--- src/hw/rtl/page_frame_replacement_core_defines.svh ---
// Assertion macros for the page frame replacement core.
// Needs a clock i_clk and an active-low reset i_rst_n in the using module.
`ifndef PAGE_FRAME_REPLACEMENT_CORE_DEFINES_SVH
`define PAGE_FRAME_REPLACEMENT_CORE_DEFINES_SVH

// The consequent must hold in the same cycle as the antecedent.
`define PFR_ASSERT_IMP(lbl, ante, cons) \
    lbl: assert property (@(posedge i_clk) disable iff (!i_rst_n) (ante) |-> (cons)) \
        else $error("pfr assertion failed");

// The consequent must hold in the cycle after the antecedent.
`define PFR_ASSERT_NXT(lbl, ante, cons) \
    lbl: assert property (@(posedge i_clk) disable iff (!i_rst_n) (ante) |=> (cons)) \
        else $error("pfr assertion failed");

`endif

--- src/hw/rtl/pfr_pkg.sv ---
// Shared types and constants of the page frame replacement core.
// No dependencies; used by the controller, the datapath and the top level.
package pfr_pkg;

    localparam int NFRAMES_DEF = 64;
    localparam int NPAGES_DEF  = 256;

    localparam logic [31:0] LFSR_MASK = 32'h8020_0003;

    localparam logic [1:0] POL_RAND  = 2'd0;
    localparam logic [1:0] POL_CLOCK = 2'd1;
    localparam logic [1:0] POL_FIFO  = 2'd2;

    localparam logic REQ_FAULT = 1'b0;
    localparam logic REQ_WRITE = 1'b1;

    localparam logic [2:0] ST_FILL    = 3'd0;
    localparam logic [2:0] ST_CLEAN   = 3'd1;
    localparam logic [2:0] ST_DIRTY   = 3'd2;
    localparam logic [2:0] ST_PRESENT = 3'd3;
    localparam logic [2:0] ST_MARK    = 3'd4;

    localparam logic [1:0] REG_POLICY = 2'd0;
    localparam logic [1:0] REG_FRAMES = 2'd1;
    localparam logic [1:0] REG_SEED   = 2'd2;

    typedef struct packed {
        logic clr;
        logic accept;
        logic idx_take;
        logic look;
        logic rand_take;
        logic ck_rd;
        logic ck_chk;
        logic evict;
        logic load;
        logic fin;
    } t_cmd;

    typedef struct packed {
        logic       clr_done;
        logic       mod_busy;
        logic       req_type;
        logic       hit;
        logic       fill_ok;
        logic [1:0] policy;
        logic       ref_bit;
        logic       out_free;
    } t_sts;

endpackage

--- src/hw/rtl/page_frame_replacement_core.sv ---
// Page frame replacement core: a beat passes PMOD, MAPRD, LOOK; a mark or hit goes to FIN,
// a free-frame fill via LOAD, an oldest-loaded eviction via EVRD, EVICT and LOAD; a random
// eviction first waits in RMOD for the 32-step remainder unit, a clock eviction runs CKRD
// and CKCHK for each frame the hand visits. One beat is in work at a time; the next is
// accepted once the result is registered, and waits in FIN while that result is not taken.
// After reset the page map is cleared first. Depends on pfr_pkg, pfr_ctrl, pfr_dp.
module page_frame_replacement_core #(
    parameter int NFRAMES = pfr_pkg::NFRAMES_DEF,
    parameter int NPAGES  = pfr_pkg::NPAGES_DEF
) (
    input  logic        i_clk,
    input  logic        i_rst_n,
    input  logic        i_in_valid,
    output logic        o_in_ready,
    input  logic        i_req_type,
    input  logic [7:0]  i_page,
    output logic        o_out_valid,
    input  logic        i_out_ready,
    output logic [2:0]  o_status,
    output logic [5:0]  o_frame,
    output logic [7:0]  o_victim_page,
    output logic        o_writeback,
    output logic [31:0] o_fault_count,
    output logic [31:0] o_read_count,
    output logic [31:0] o_write_count,
    input  logic        psel,
    input  logic        penable,
    input  logic        pwrite,
    input  logic [3:0]  paddr,
    input  logic [31:0] pwdata,
    output logic [31:0] prdata,
    output logic        pready
);
    import pfr_pkg::*;

    t_cmd        cmd;
    t_sts        sts;
    logic [1:0]  r_policy;
    logic [6:0]  r_frames;
    logic [31:0] r_seed;
    logic        wr_en;
    logic        seed_wr;

    assign pready  = 1'b1;
    assign wr_en   = psel && penable && pwrite;
    assign seed_wr = wr_en && (paddr[3:2] == REG_SEED);

    always_ff @(posedge i_clk) begin
        if (!i_rst_n) begin
            r_policy <= POL_CLOCK;
            r_frames <= 7'd64;
            r_seed   <= 32'd1;
        end else if (wr_en) begin
            if (paddr[3:2] == REG_POLICY) r_policy <= pwdata[1:0];
            if (paddr[3:2] == REG_FRAMES) r_frames <= pwdata[6:0];
            if (paddr[3:2] == REG_SEED)   r_seed   <= pwdata;
        end
    end

    always_comb begin
        unique case (paddr[3:2])
            REG_POLICY: prdata = 32'(r_policy);
            REG_FRAMES: prdata = 32'(r_frames);
            REG_SEED:   prdata = r_seed;
            default:    prdata = 32'd0;
        endcase
    end

    pfr_ctrl u_ctrl (
        .i_clk      (i_clk),
        .i_rst_n    (i_rst_n),
        .i_in_valid (i_in_valid),
        .o_in_ready (o_in_ready),
        .i_sts      (sts),
        .o_cmd      (cmd)
    );

    pfr_dp #(
        .NFRAMES (NFRAMES),
        .NPAGES  (NPAGES)
    ) u_dp (
        .i_clk         (i_clk),
        .i_rst_n       (i_rst_n),
        .i_cmd         (cmd),
        .o_sts         (sts),
        .i_req_type    (i_req_type),
        .i_page        (i_page),
        .i_policy      (r_policy),
        .i_frames      (r_frames),
        .i_seed_wr     (seed_wr),
        .i_seed        (pwdata),
        .i_out_ready   (i_out_ready),
        .o_out_valid   (o_out_valid),
        .o_status      (o_status),
        .o_frame       (o_frame),
        .o_victim_page (o_victim_page),
        .o_writeback   (o_writeback),
        .o_fault_count (o_fault_count),
        .o_read_count  (o_read_count),
        .o_write_count (o_write_count)
    );

endmodule

--- src/hw/rtl/pfr_ctrl.sv ---
// Controller state machine of the page frame replacement core.
// Depends on pfr_pkg; drives the datapath through t_cmd and reads t_sts.
module pfr_ctrl (
    input  logic          i_clk,
    input  logic          i_rst_n,
    input  logic          i_in_valid,
    output logic          o_in_ready,
    input  pfr_pkg::t_sts i_sts,
    output pfr_pkg::t_cmd o_cmd
);
    import pfr_pkg::*;

    typedef enum logic [11:0] {
        S_CLEAR = 12'b0000_0000_0001,
        S_IDLE  = 12'b0000_0000_0010,
        S_PMOD  = 12'b0000_0000_0100,
        S_MAPRD = 12'b0000_0000_1000,
        S_LOOK  = 12'b0000_0001_0000,
        S_RMOD  = 12'b0000_0010_0000,
        S_CKRD  = 12'b0000_0100_0000,
        S_CKCHK = 12'b0000_1000_0000,
        S_EVRD  = 12'b0001_0000_0000,
        S_EVICT = 12'b0010_0000_0000,
        S_LOAD  = 12'b0100_0000_0000,
        S_FIN   = 12'b1000_0000_0000
    } t_state;

    t_state r_state, n_state;

    always_ff @(posedge i_clk) begin
        if (!i_rst_n) begin
            r_state <= S_CLEAR;
        end else begin
            r_state <= n_state;
        end
    end

    always_comb begin
        n_state    = r_state;
        o_cmd      = '0;
        o_in_ready = 1'b0;
        unique case (r_state)
            S_CLEAR: begin
                o_cmd.clr = 1'b1;
                if (i_sts.clr_done) n_state = S_IDLE;
            end
            S_IDLE: begin
                o_in_ready = 1'b1;
                if (i_in_valid) begin
                    o_cmd.accept = 1'b1;
                    n_state      = S_PMOD;
                end
            end
            S_PMOD: begin
                if (!i_sts.mod_busy) begin
                    o_cmd.idx_take = 1'b1;
                    n_state        = S_MAPRD;
                end
            end
            S_MAPRD: n_state = S_LOOK;
            S_LOOK: begin
                o_cmd.look = 1'b1;
                if (i_sts.req_type == REQ_WRITE || i_sts.hit) n_state = S_FIN;
                else if (i_sts.fill_ok) n_state = S_LOAD;
                else if (i_sts.policy == POL_RAND) n_state = S_RMOD;
                else if (i_sts.policy == POL_FIFO) n_state = S_EVRD;
                else n_state = S_CKRD;
            end
            S_RMOD: begin
                if (!i_sts.mod_busy) begin
                    o_cmd.rand_take = 1'b1;
                    n_state         = S_EVRD;
                end
            end
            S_CKRD: begin
                o_cmd.ck_rd = 1'b1;
                n_state     = S_CKCHK;
            end
            S_CKCHK: begin
                o_cmd.ck_chk = 1'b1;
                n_state      = i_sts.ref_bit ? S_CKRD : S_EVRD;
            end
            S_EVRD: n_state = S_EVICT;
            S_EVICT: begin
                o_cmd.evict = 1'b1;
                n_state     = S_LOAD;
            end
            S_LOAD: begin
                o_cmd.load = 1'b1;
                n_state    = S_FIN;
            end
            S_FIN: begin
                if (i_sts.out_free) begin
                    o_cmd.fin = 1'b1;
                    n_state   = S_IDLE;
                end
            end
            default: n_state = S_CLEAR;
        endcase
    end

endmodule

--- src/hw/rtl/pfr_dp.sv ---
// Datapath of the page frame replacement core: frame and page memories,
// serial remainder unit, LFSR, counters and output register. Uses pfr_pkg.
module pfr_dp #(
    parameter int NFRAMES = pfr_pkg::NFRAMES_DEF,
    parameter int NPAGES  = pfr_pkg::NPAGES_DEF
) (
    input  logic          i_clk,
    input  logic          i_rst_n,
    input  pfr_pkg::t_cmd i_cmd,
    output pfr_pkg::t_sts o_sts,
    input  logic          i_req_type,
    input  logic [7:0]    i_page,
    input  logic [1:0]    i_policy,
    input  logic [6:0]    i_frames,
    input  logic          i_seed_wr,
    input  logic [31:0]   i_seed,
    input  logic          i_out_ready,
    output logic          o_out_valid,
    output logic [2:0]    o_status,
    output logic [5:0]    o_frame,
    output logic [7:0]    o_victim_page,
    output logic          o_writeback,
    output logic [31:0]   o_fault_count,
    output logic [31:0]   o_read_count,
    output logic [31:0]   o_write_count
);
    import pfr_pkg::*;
    `include "page_frame_replacement_core_defines.svh"

    localparam int FW = (NFRAMES > 1) ? $clog2(NFRAMES) : 1;
    localparam int CW = $clog2(NFRAMES + 1);
    localparam int PW = (NPAGES > 1) ? $clog2(NPAGES) : 1;
    localparam int DW = CW + 1;
    localparam int OW = 8 + PW;
    localparam int unsigned RECIP = (65536 + NPAGES - 1) / NPAGES;

    logic [OW-1:0] mem_owner [NFRAMES];
    logic          mem_dirty [NFRAMES];
    logic          mem_ref   [NFRAMES];
    logic [FW:0]   mem_map   [NPAGES];

    logic          r_req;
    logic [7:0]    r_page;
    logic [PW-1:0] r_idx;
    logic [FW-1:0] r_frame;
    logic [FW-1:0] r_hand;
    logic [FW-1:0] r_fifo;
    logic [CW-1:0] r_filled;
    logic          r_is_fill;
    logic [2:0]    r_status;
    logic [7:0]    r_evicted;
    logic          r_wb;
    logic [31:0]   r_lfsr;
    logic [31:0]   r_faults;
    logic [31:0]   r_reads;
    logic [31:0]   r_writes;
    logic [PW-1:0] r_clr;
    logic [31:0]   r_mdiv;
    logic [DW-1:0] r_mrem;
    logic [DW-1:0] r_mdvs;
    logic [5:0]    r_mcnt;
    logic [OW-1:0] r_owner_rd;
    logic          r_dirty_rd;
    logic          r_ref_rd;
    logic [FW:0]   r_map_rd;

    logic [31:0]   frames32;
    logic [31:0]   n32;
    logic [CW-1:0] n;
    logic [FW-1:0] fifo_w;
    logic [FW-1:0] fifo_nx;
    logic [FW-1:0] hand_w;
    logic [FW-1:0] hand_nx;
    logic [CW-1:0] sum_f;
    logic [CW-1:0] sum_h;
    logic [31:0]   n_lfsr;
    logic [DW-1:0] m_t;
    logic [DW-1:0] m_nx;
    logic [24:0]   pq_prod;
    logic [7:0]    pq;
    logic [31:0]   idx_full;
    logic          hit;
    logic          fill_ok;
    logic          is_clock;
    logic [FW-1:0] rd_addr;
    logic [FW-1:0] map_frame;
    logic          d_we;
    logic [FW-1:0] d_addr;
    logic          d_data;
    logic          f_we;
    logic [FW-1:0] f_addr;
    logic          f_data;
    logic          m_we;
    logic [PW-1:0] m_addr;
    logic [FW:0]   m_data;

    always_comb begin
        frames32 = 32'(i_frames);
        if (frames32 == 32'd0) n32 = 32'd1;
        else if (frames32 > 32'(NFRAMES)) n32 = 32'(NFRAMES);
        else n32 = frames32;
        n = CW'(n32);

        fifo_w  = (CW'(r_fifo) >= n) ? '0 : r_fifo;
        sum_f   = CW'(fifo_w) + CW'(1);
        fifo_nx = (sum_f == n) ? '0 : FW'(sum_f);
        hand_w  = (CW'(r_hand) >= n) ? '0 : r_hand;
        sum_h   = CW'(r_hand) + CW'(1);
        hand_nx = (sum_h == n) ? '0 : FW'(sum_h);

        n_lfsr = (r_lfsr >> 1) ^ (r_lfsr[0] ? LFSR_MASK : 32'd0);

        m_t  = {r_mrem[DW-2:0], r_mdiv[31]};
        m_nx = (m_t >= r_mdvs) ? (m_t - r_mdvs) : m_t;

        // The page index is the page modulo NPAGES, by reciprocal multiplication.
        pq_prod  = 25'(r_page) * 25'(RECIP);
        pq       = pq_prod[23:16];
        idx_full = 32'(r_page) - 32'(pq) * 32'(NPAGES);

        hit       = r_map_rd[FW];
        map_frame = r_map_rd[FW-1:0];
        fill_ok   = (r_filled < n);
        is_clock  = (i_policy == POL_CLOCK) || (i_policy == 2'd3);
        rd_addr   = i_cmd.ck_rd ? r_hand : r_frame;

        d_we   = (i_cmd.look && r_req == REQ_WRITE && hit) || i_cmd.load;
        d_addr = i_cmd.load ? r_frame : map_frame;
        d_data = !i_cmd.load;

        f_we   = (i_cmd.ck_chk && r_ref_rd) || (i_cmd.load && (is_clock || r_is_fill));
        f_addr = i_cmd.load ? r_frame : r_hand;
        f_data = i_cmd.load && is_clock;

        m_we   = i_cmd.clr || i_cmd.evict || i_cmd.load;
        priority if (i_cmd.clr) begin
            m_addr = r_clr;
            m_data = '0;
        end else if (i_cmd.evict) begin
            m_addr = r_owner_rd[PW-1:0];
            m_data = '0;
        end else begin
            m_addr = r_idx;
            m_data = {1'b1, r_frame};
        end
    end

    always_ff @(posedge i_clk) begin
        if (m_we) mem_map[m_addr] <= m_data;
        r_map_rd <= mem_map[r_idx];
    end

    always_ff @(posedge i_clk) begin
        if (i_cmd.load) mem_owner[r_frame] <= {r_page, r_idx};
        r_owner_rd <= mem_owner[rd_addr];
    end

    always_ff @(posedge i_clk) begin
        if (d_we) mem_dirty[d_addr] <= d_data;
        r_dirty_rd <= mem_dirty[rd_addr];
    end

    always_ff @(posedge i_clk) begin
        if (f_we) mem_ref[f_addr] <= f_data;
        r_ref_rd <= mem_ref[rd_addr];
    end

    always_ff @(posedge i_clk) begin
        if (!i_rst_n) begin
            r_clr       <= '0;
            r_mcnt      <= '0;
            r_filled    <= '0;
            r_hand      <= '0;
            r_fifo      <= '0;
            r_lfsr      <= 32'd1;
            r_faults    <= '0;
            r_reads     <= '0;
            r_writes    <= '0;
            o_out_valid <= 1'b0;
        end else begin
            if (i_cmd.clr) r_clr <= r_clr + PW'(1);
            if (i_seed_wr) r_lfsr <= (i_seed == 32'd0) ? 32'd1 : i_seed;

            if (i_cmd.accept) begin
                r_req  <= i_req_type;
                r_page <= i_page;
            end

            if (r_mcnt != 6'd0) begin
                r_mdiv <= {r_mdiv[30:0], 1'b0};
                r_mrem <= m_nx;
                r_mcnt <= r_mcnt - 6'd1;
            end

            if (i_cmd.idx_take) r_idx <= PW'(idx_full);

            if (i_cmd.look) begin
                r_evicted <= '0;
                r_wb      <= 1'b0;
                if (r_req == REQ_WRITE) begin
                    r_status <= ST_MARK;
                    r_frame  <= hit ? map_frame : '0;
                end else begin
                    r_faults <= r_faults + 32'd1;
                    if (hit) begin
                        r_status <= ST_PRESENT;
                        r_frame  <= map_frame;
                    end else if (fill_ok) begin
                        r_status  <= ST_FILL;
                        r_frame   <= FW'(r_filled);
                        r_filled  <= r_filled + CW'(1);
                        r_is_fill <= 1'b1;
                    end else begin
                        r_is_fill <= 1'b0;
                        if (i_policy == POL_RAND) begin
                            r_lfsr <= n_lfsr;
                            r_mdiv <= n_lfsr;
                            r_mdvs <= DW'(n);
                            r_mrem <= '0;
                            r_mcnt <= 6'd32;
                        end else if (i_policy == POL_FIFO) begin
                            r_frame <= fifo_w;
                            r_fifo  <= fifo_nx;
                        end else begin
                            r_hand <= hand_w;
                        end
                    end
                end
            end

            if (i_cmd.rand_take) r_frame <= FW'(r_mrem);

            if (i_cmd.ck_chk) begin
                r_hand <= hand_nx;
                if (!r_ref_rd) r_frame <= r_hand;
            end

            if (i_cmd.evict) begin
                r_evicted <= r_owner_rd[OW-1:PW];
                r_wb      <= r_dirty_rd;
                r_status  <= r_dirty_rd ? ST_DIRTY : ST_CLEAN;
                if (r_dirty_rd) r_writes <= r_writes + 32'd1;
            end

            if (i_cmd.load) r_reads <= r_reads + 32'd1;

            if (i_cmd.fin) begin
                o_out_valid   <= 1'b1;
                o_status      <= r_status;
                o_frame       <= 6'(r_frame);
                o_victim_page <= r_evicted;
                o_writeback   <= r_wb;
                o_fault_count <= r_faults;
                o_read_count  <= r_reads;
                o_write_count <= r_writes;
            end else if (i_out_ready) begin
                o_out_valid <= 1'b0;
            end
        end
    end

    always_comb begin
        o_sts.clr_done = (32'(r_clr) == 32'(NPAGES - 1));
        o_sts.mod_busy = (r_mcnt != 6'd0);
        o_sts.req_type = r_req;
        o_sts.hit      = hit;
        o_sts.fill_ok  = fill_ok;
        o_sts.policy   = i_policy;
        o_sts.ref_bit  = r_ref_rd;
        o_sts.out_free = !o_out_valid || i_out_ready;
    end

    `PFR_ASSERT_IMP(a_fin_slot_free, i_cmd.fin, !o_out_valid || i_out_ready)
    `PFR_ASSERT_IMP(a_load_in_range, i_cmd.load, CW'(r_frame) < n)
    `PFR_ASSERT_IMP(a_evict_only_full, i_cmd.evict, r_filled >= n)
    `PFR_ASSERT_IMP(a_idx_in_range, i_cmd.idx_take, idx_full < 32'(NPAGES))
    `PFR_ASSERT_NXT(a_rand_starts_mod, i_cmd.look && r_req == REQ_FAULT && !hit && !fill_ok && i_policy == POL_RAND, r_mcnt == 6'd32)

endmodule
--- config.mk ---
export PLATFORM = sky130hd
export DESIGN_NAME = page_frame_replacement_core
export DESIGN_NICKNAME = d
export VERILOG_FILES = /design/src/hw/rtl/pfr_pkg.sv /design/src/hw/rtl/page_frame_replacement_core.sv /design/src/hw/rtl/pfr_ctrl.sv /design/src/hw/rtl/pfr_dp.sv
export VERILOG_INCLUDE_DIRS = /design/src /design/src/hw/rtl
export SDC_FILE = /design/constraint.sdc
export NUM_CORES = 2
export LEC_CHECK = 0
export BUFFER_PORTS_ARGS = -buffer_cell sky130_fd_sc_hd__buf_2
export CELL_PAD_IN_SITES_DETAIL_PLACEMENT = 1
export CELL_PAD_IN_SITES_GLOBAL_PLACEMENT = 1
export CORE_MARGIN = 2
export CORE_UTILIZATION = 54
export DETAILED_ROUTE_END_ITERATION = 7
export HOLD_SLACK_MARGIN = 0.02
export PLACE_DENSITY = 0.77
export SYNTH_ARGS = -nofsm -noshare
export SYNTH_HDL_FRONTEND = slang
export SYNTH_SLANG_ARGS = --single-unit
--- constraint.sdc ---
create_clock -name i_clk -period 16 [get_ports i_clk]
set_input_delay 3.2 -clock i_clk [delete_from_list [all_inputs] [get_ports i_clk]]
set_output_delay 3.2 -clock i_clk [all_outputs]
set_load 0.02 [all_outputs]
* Yosys cells after proc, flatten, opt, wreduce, memory -nomap -nowiden
Memories as Yosys holds them, arrays and structs flattened. A register that Yosys moved wholly into a read port is not among the register bits.
Cells that the tools add are included.
** Storage, ports and cells
- Bits in latches :: 0
- ROM bits :: 0
- Bits in registers :: 412
- Output and inout bits :: 149
- Logic and storage cells :: 233
- Memory bits (writable) :: 2944
- Memories :: 4
** Operators by class
- Multipliers :: 0
- Shift-type cells :: 0
- Reduce and logical (&&, ||, !) cells :: 44
- Muxes and demuxes :: 104
- Equal/unequal tests :: 30
- Bitwise logic cells :: 5
- Order comparisons :: 5
- $add $sub $neg :: 9
- Div/mod/pow operators :: 0
** Memories
- u_dp.mem_map :: words 256, width 7, rd ports 1, clocked after memory_dff 1, write ports 1, RTL line pfr_dp.sv:40 : logic [FW:0] mem_map [NPAGES];
- u_dp.mem_owner :: words 64, width 16, rd ports 1, clocked after memory_dff 1, write ports 1, RTL line pfr_dp.sv:37 : logic [OW-1:0] mem_owner [NFRAMES];
- u_dp.mem_dirty :: words 64, width 1, rd ports 1, clocked after memory_dff 1, write ports 1, RTL line pfr_dp.sv:38 : logic mem_dirty [NFRAMES];
- u_dp.mem_ref :: words 64, width 1, rd ports 1, clocked after memory_dff 1, write ports 1, RTL line pfr_dp.sv:39 : logic mem_ref [NFRAMES];
** Operators by type and width (number)
- $mux W32 :: 14
- $mux W6 :: 30
- $pmux W12 S12 :: 1
- $add A32 B1 Y32 const B :: 3
- $pmux W32 S3 :: 1
- $mux W8 :: 11
- $mux W12 :: 7
- $logic_not A32 Y1 :: 1
- $xor A31 B32 Y32 :: 1
- $mux W7 :: 4
- $mux W1 :: 27
- $mux W9 :: 3
- $reduce_and A2 Y1 :: 9
- $mux W3 :: 5
- $add A6 B1 Y7 const B :: 2
- $eq A7 B7 Y1 :: 2
- $ge A6 B7 Y1 :: 2
- $eq A12 B1 Y1 const B :: 1
- $eq A12 B10 Y1 const B :: 1
- $eq A12 B11 Y1 const B :: 1
- $eq A12 B12 Y1 const B :: 1
- $eq A12 B2 Y1 const B :: 1
- $eq A12 B3 Y1 const B :: 1
- $eq A12 B4 Y1 const B :: 1
- other kinds (32) :: 67

* Logic depth before layout (Yosys ltp)
- Depth after elaboration :: 14
- Depth in mapped cells :: 20
- Gate-level depth less buffers :: 19

* Cells and area by module
From an unflattened synthesis, not the netlist that was laid out.
** Unflattened totals
- Cells, all modules :: 7442
- Area total of the unflattened synthesis :: 134044.8 sq um
** By module, submodules not included
- pfr_dp :: instances 1, area each 131214.6 sq um, sequential area each 98034.0 sq um, cells an instance 7112
- page_frame_replacement_core :: instances 1, area each 1939.4 sq um, sequential area each 820.8 sq um, cells an instance 220
- pfr_ctrl :: instances 1, area each 890.9 sq um, sequential area each 240.2 sq um, cells an instance 110

* Worst setup path before layout
Ideal clock, no wire load.
- Path type :: input -> register
- From :: input port i_rst_n
- To :: register u_dp.o_fault_count[0] (enable)
- Arrival :: 12095 ps
- Cell stages on the path :: 4
- Path slack :: 3155 ps
- Data required time :: 15250 ps
- Path buffers :: 2
- Cells stage by stage :: clkbuf_1 -> inv_2 -> clkbuf_1 -> nor3b_1
** Between the ends
- Cells in the longest elaborated chain, start to end :: 1
** RTL lines
- start: declaration :: RTL line page_frame_replacement_core.sv:12 : input logic i_rst_n,
- $reduce_and A2 Y1 (no line)
- end signal: assignment :: RTL line pfr_dp.sv:253 : o_fault_count <= r_faults;
- end: declaration :: RTL line pfr_dp.sv:23 : output logic [31:0] o_fault_count,
No other way between the ends.
A chain may end at the register's enable or synchronous reset.

* Worst setup path in the final report
- From :: input port paddr[3]
- To :: output port prdata[2]
** Between the ends
- Cells in the longest elaborated chain, start to end :: 2
- Elaborated cells on any way between the ends :: 4
- Classes of those cells :: eq/ne (2); mux (1); reduce/logical (1)
** RTL lines
- start: declaration :: RTL line page_frame_replacement_core.sv:29 : input logic [3:0] paddr,
- $eq A2 B2 Y1 (tied with other cells) :: RTL line page_frame_replacement_core.sv:61 : unique case (paddr[3:2])
- $pmux W32 S3 * :: RTL line page_frame_replacement_core.sv:61
- end: declaration :: RTL line page_frame_replacement_core.sv:31 : output logic [31:0] prdata,
Every way passes the cells marked *; elsewhere a longest branch is shown, timed or not.

==> results.cfg <==
[die]
die_w_um = 502.4
num_rows = 182
ios = 201
die-height_um = 502.4
start_util_pct = 54.43
core-area_mm2 = 0.2464
fp.dieArea_mm2 = 0.2524

[finish]
nets = 8631
syn2layout_area_growth_pct = 11.77
drive_above_1_share_pct = 17.31
final_util_pct = 60.84
final_common_cell = edfxtp_1
final_cell_mix = 3140 x edfxtp_1, 1334 x nand2_1, 630 x nor2_1

[power]
internal_power_mw = 14.63
pwr-share-clk_pct = 42.0
combPwrFrac_pct = 5.4
p_leak_nw = 49.28
p_seq_share_pct = 52.6
power_per_cell_area_mw_per_mm2 = 125.5
power.switching_mw = 4.185
ir_drop_v = 0.0001311
swShare_pct = 22.24
power_mw = 18.81

[setup_path]
cp_slowest_cell = nor2b_2
reg2reg_depth = 9
critPathRequiredTime_ns = 12.80
crit_type = primary input to output pin
cp_max_fo = 31
max_stage_delay_ns = 0.94
crit_top_cell = buf_2
critPathLaunchType = primary input
cp.arrival_ns = 4.82
endpoint_kind = output pin
r2r-start = u_ctrl.r_state[5]
path_cells = buf_2 -> nor2b_2 -> a22o_1 -> buf_2
cp-startpoint = paddr[3]

[min_path]
hold_class = flop to flop
hold_start = u_dp.r_status[2]
hold_depth = 0

[place]
dpl.hpwl_um = 216200
portBuffers = 197
post-place-ws_ns = 8.045
gp_congestion = 0.8271

[clock_tree]
postCtsHoldBufs = 0
cts_setup_buffers = 0
cts_resized = 0
clk_latency_ns = 0.98
cts_root_buffer = clkbuf_16
cts_max_level = 5
cts_made_buffers = 356
clock_sinks = 3380
cts_tree = done
clock_path_buffers = 4
cts.clk_slew.worst_paths_ns = 0.06

[sta]
tns_ns = 0
fin_skew_ns = 0.06969
finalSetupViolCount = 0
period_share_pct = 50.10
finalHoldViolCount = 0
slew_violations = 2
worst_slew_pin_slew_ns = 1.500
period_minus_slack_ns = 8.016
maxSlewHeadroom_pct = -0.02840
max_freq_mhz = 124.8
rsz0062_at_grt = no
worst_slack_ns = 7.984

[routing]
drt_iter0_markers = 9021
wirelength_um = 371400
drc = 0
antenna_left = 0
routedWlPerCell_um = 30.63
drtPass1Iterations = 5
viasPerCell = 6.349
vias = 76992

[logic_synthesis]
synth_top_flop_cell = edfxtp_1
yosys-top-cells-area = edfxtp_1 70%, mux4_2 9.9%, nand2_1 3.7%, dfxtp_1 3.6%, nor2_1 1.8%
seq_area_frac_synth_pct = 73.89
async_flop_share_pct = 0
yosys_warnings = 0
ys_ff_latch = 3380
syn-num-nets = 8375
synth.largest_area_cell = edfxtp_1
synth_top_family_by_area = multiplexers
syn-cell-area_mm2 = 0.1341
synth_cell_types = 87
synth_top_cell_area_share_pct = 70.30
synth_compound_area_share_pct = 3.543
yosys-mux-area-fraction_pct = 10.68
netlist_instances = 8289
synth_fa_ha_area_share_pct = 0.3228
synth_edf_count = 3140
synthSimpleGateAreaFrac_pct = 9.182
syn_area_per_cell_um2 = 16.18
synth_xor_area_share_pct = 0.7510

[global_routing]
grt_pass1_vias = 80250
antenna_found_initial = 9
grt_first_pass_wirelength_um = 545700
groute.usage.overall_pct = 29.45
grt_max_degree = 210
overflow = 0

[outcome]
failed_checks = slew limit
status = finished, violations left

[flow_run]
cap_viol_max_count = 0
-- routing by layer --
| layer | up-vias | share of wire, % | GRT usage (%) |
|---|---|---|---|
| li1 | 32387 | - | - |
| met1 | 40317 | 39 | 40.26 |
| met2 | 3536 | 49 | 48.73 |
| met3 | 742 | 7.4 | 4.365 |
| met4 | 10 | 3.6 | 10.36 |
| met5 | - | 0.019 | 0 |
-- synthesized netlist by cell type, types with 10 or more instances --
library cell,n
edfxtp_1,3140
nand2_1,1338
nor2_1,636
mux4_2,588
nand3_1,388
clkbuf_1,276
a21oi_1,245
dfxtp_1,240
buf_2,160
and3_1,123
a31oi_1,109
mux2i_1,92
a32oi_1,71
and2_1,71
o21ai_0,70
xor2_1,62
nor3_1,58
a21boi_0,53
xnor2_1,53
nand4_1,49
buf_1,41
a22oi_1,36
inv_1,36
ha_1,33
or3_1,26
a21o_1,23
nand2b_1,19
nor2b_1,19
o2111ai_1,19
a211oi_1,18
a31o_1,16
nor3b_1,12
and4_1,11
nor4_1,10
o31ai_1,10
-- registers in the layout (all words and copies together), names as in the netlist, 12 cells and up --
register            count
u_dp.r_reads           32
u_dp.o_fault_count     32
u_dp.mem_map         1792
u_dp.mem_ref           64
u_dp.r_lfsr            32
u_dp.o_write_count     32
u_dp.mem_dirty         64
u_dp.r_owner_rd        16
u_dp.o_read_count      32
r_seed                 32
u_dp.mem_owner       1024
u_dp.r_mdiv            32
u_dp.r_writes          32
u_dp.r_faults          32
u_ctrl.r_state         12
-- through the flow --
| stage | area [µm²] | hold WS (ns) | cells |
|---|---|---|---|
| 2_1_floorplan | 134100 | 0.4003 | 8289 |
| 3_3_place_gp | 138900 | 0.4074 | 11499 |
| 3_5_place_dp | 138900 | 0.4084 | 11499 |
| 4_1_cts | 149900 | 0.4128 | 12123 |
| 5_1_grt | 149900 | 0.4094 | 12124 |
| 6_report | 149900 | 0.4190 | 12127 |
-- power by group through the flow --
stage	registers (mW)	logic, mW	clock network [mW]
after floorplan	10.1	0.597	0
after global placement	10.1	0.955	0
after detailed placement	10.1	1.01	0
after CTS	9.89	1.02	7.98
after global routing	9.90	1.10	8.27
final	9.89	1.02	7.91
-- cell type report --
cell class	count	area, µm²
diodes	4	10.01
fillers	21926	96490
clock inverters	176	1505
clock buffers	448	9448
repair buffers	382	2527
multi-input cells	4387	33030
inverters	38	145.1
well taps	3312	4144
flip-flops and latches	3380	99100
-- critical path: cells and delay by family --
kind | cells | cell delay [ns]
AND/OR/NAND/NOR | 1 | 0.94
AO/OA/AOI/OAI | 1 | 0.33
buffers and inverters | 2 | 0.34
-- cell families after synthesis --
| logic type | count (synthesis) |
|---|---|
| and+or+nand+nor | 2813 |
| other | 1 |
| muxes | 690 |
| xor gates and xnor gates | 115 |
| adders and majority gates | 34 |
| DFF | 3380 |
| buffers and inverters | 522 |
| AOI/OAI and AO/OA | 734 |
-- path summary, 6_finish.rpt --
check                    endpoint  slack [ns]
max                     prdata[2]        7.98
min              u_dp.o_status[2]        0.42
max reg2reg  u_dp.mem_map[175][6]       10.19
min reg2reg      u_dp.o_status[2]        0.42
Power figures use the tool's default switching activity.
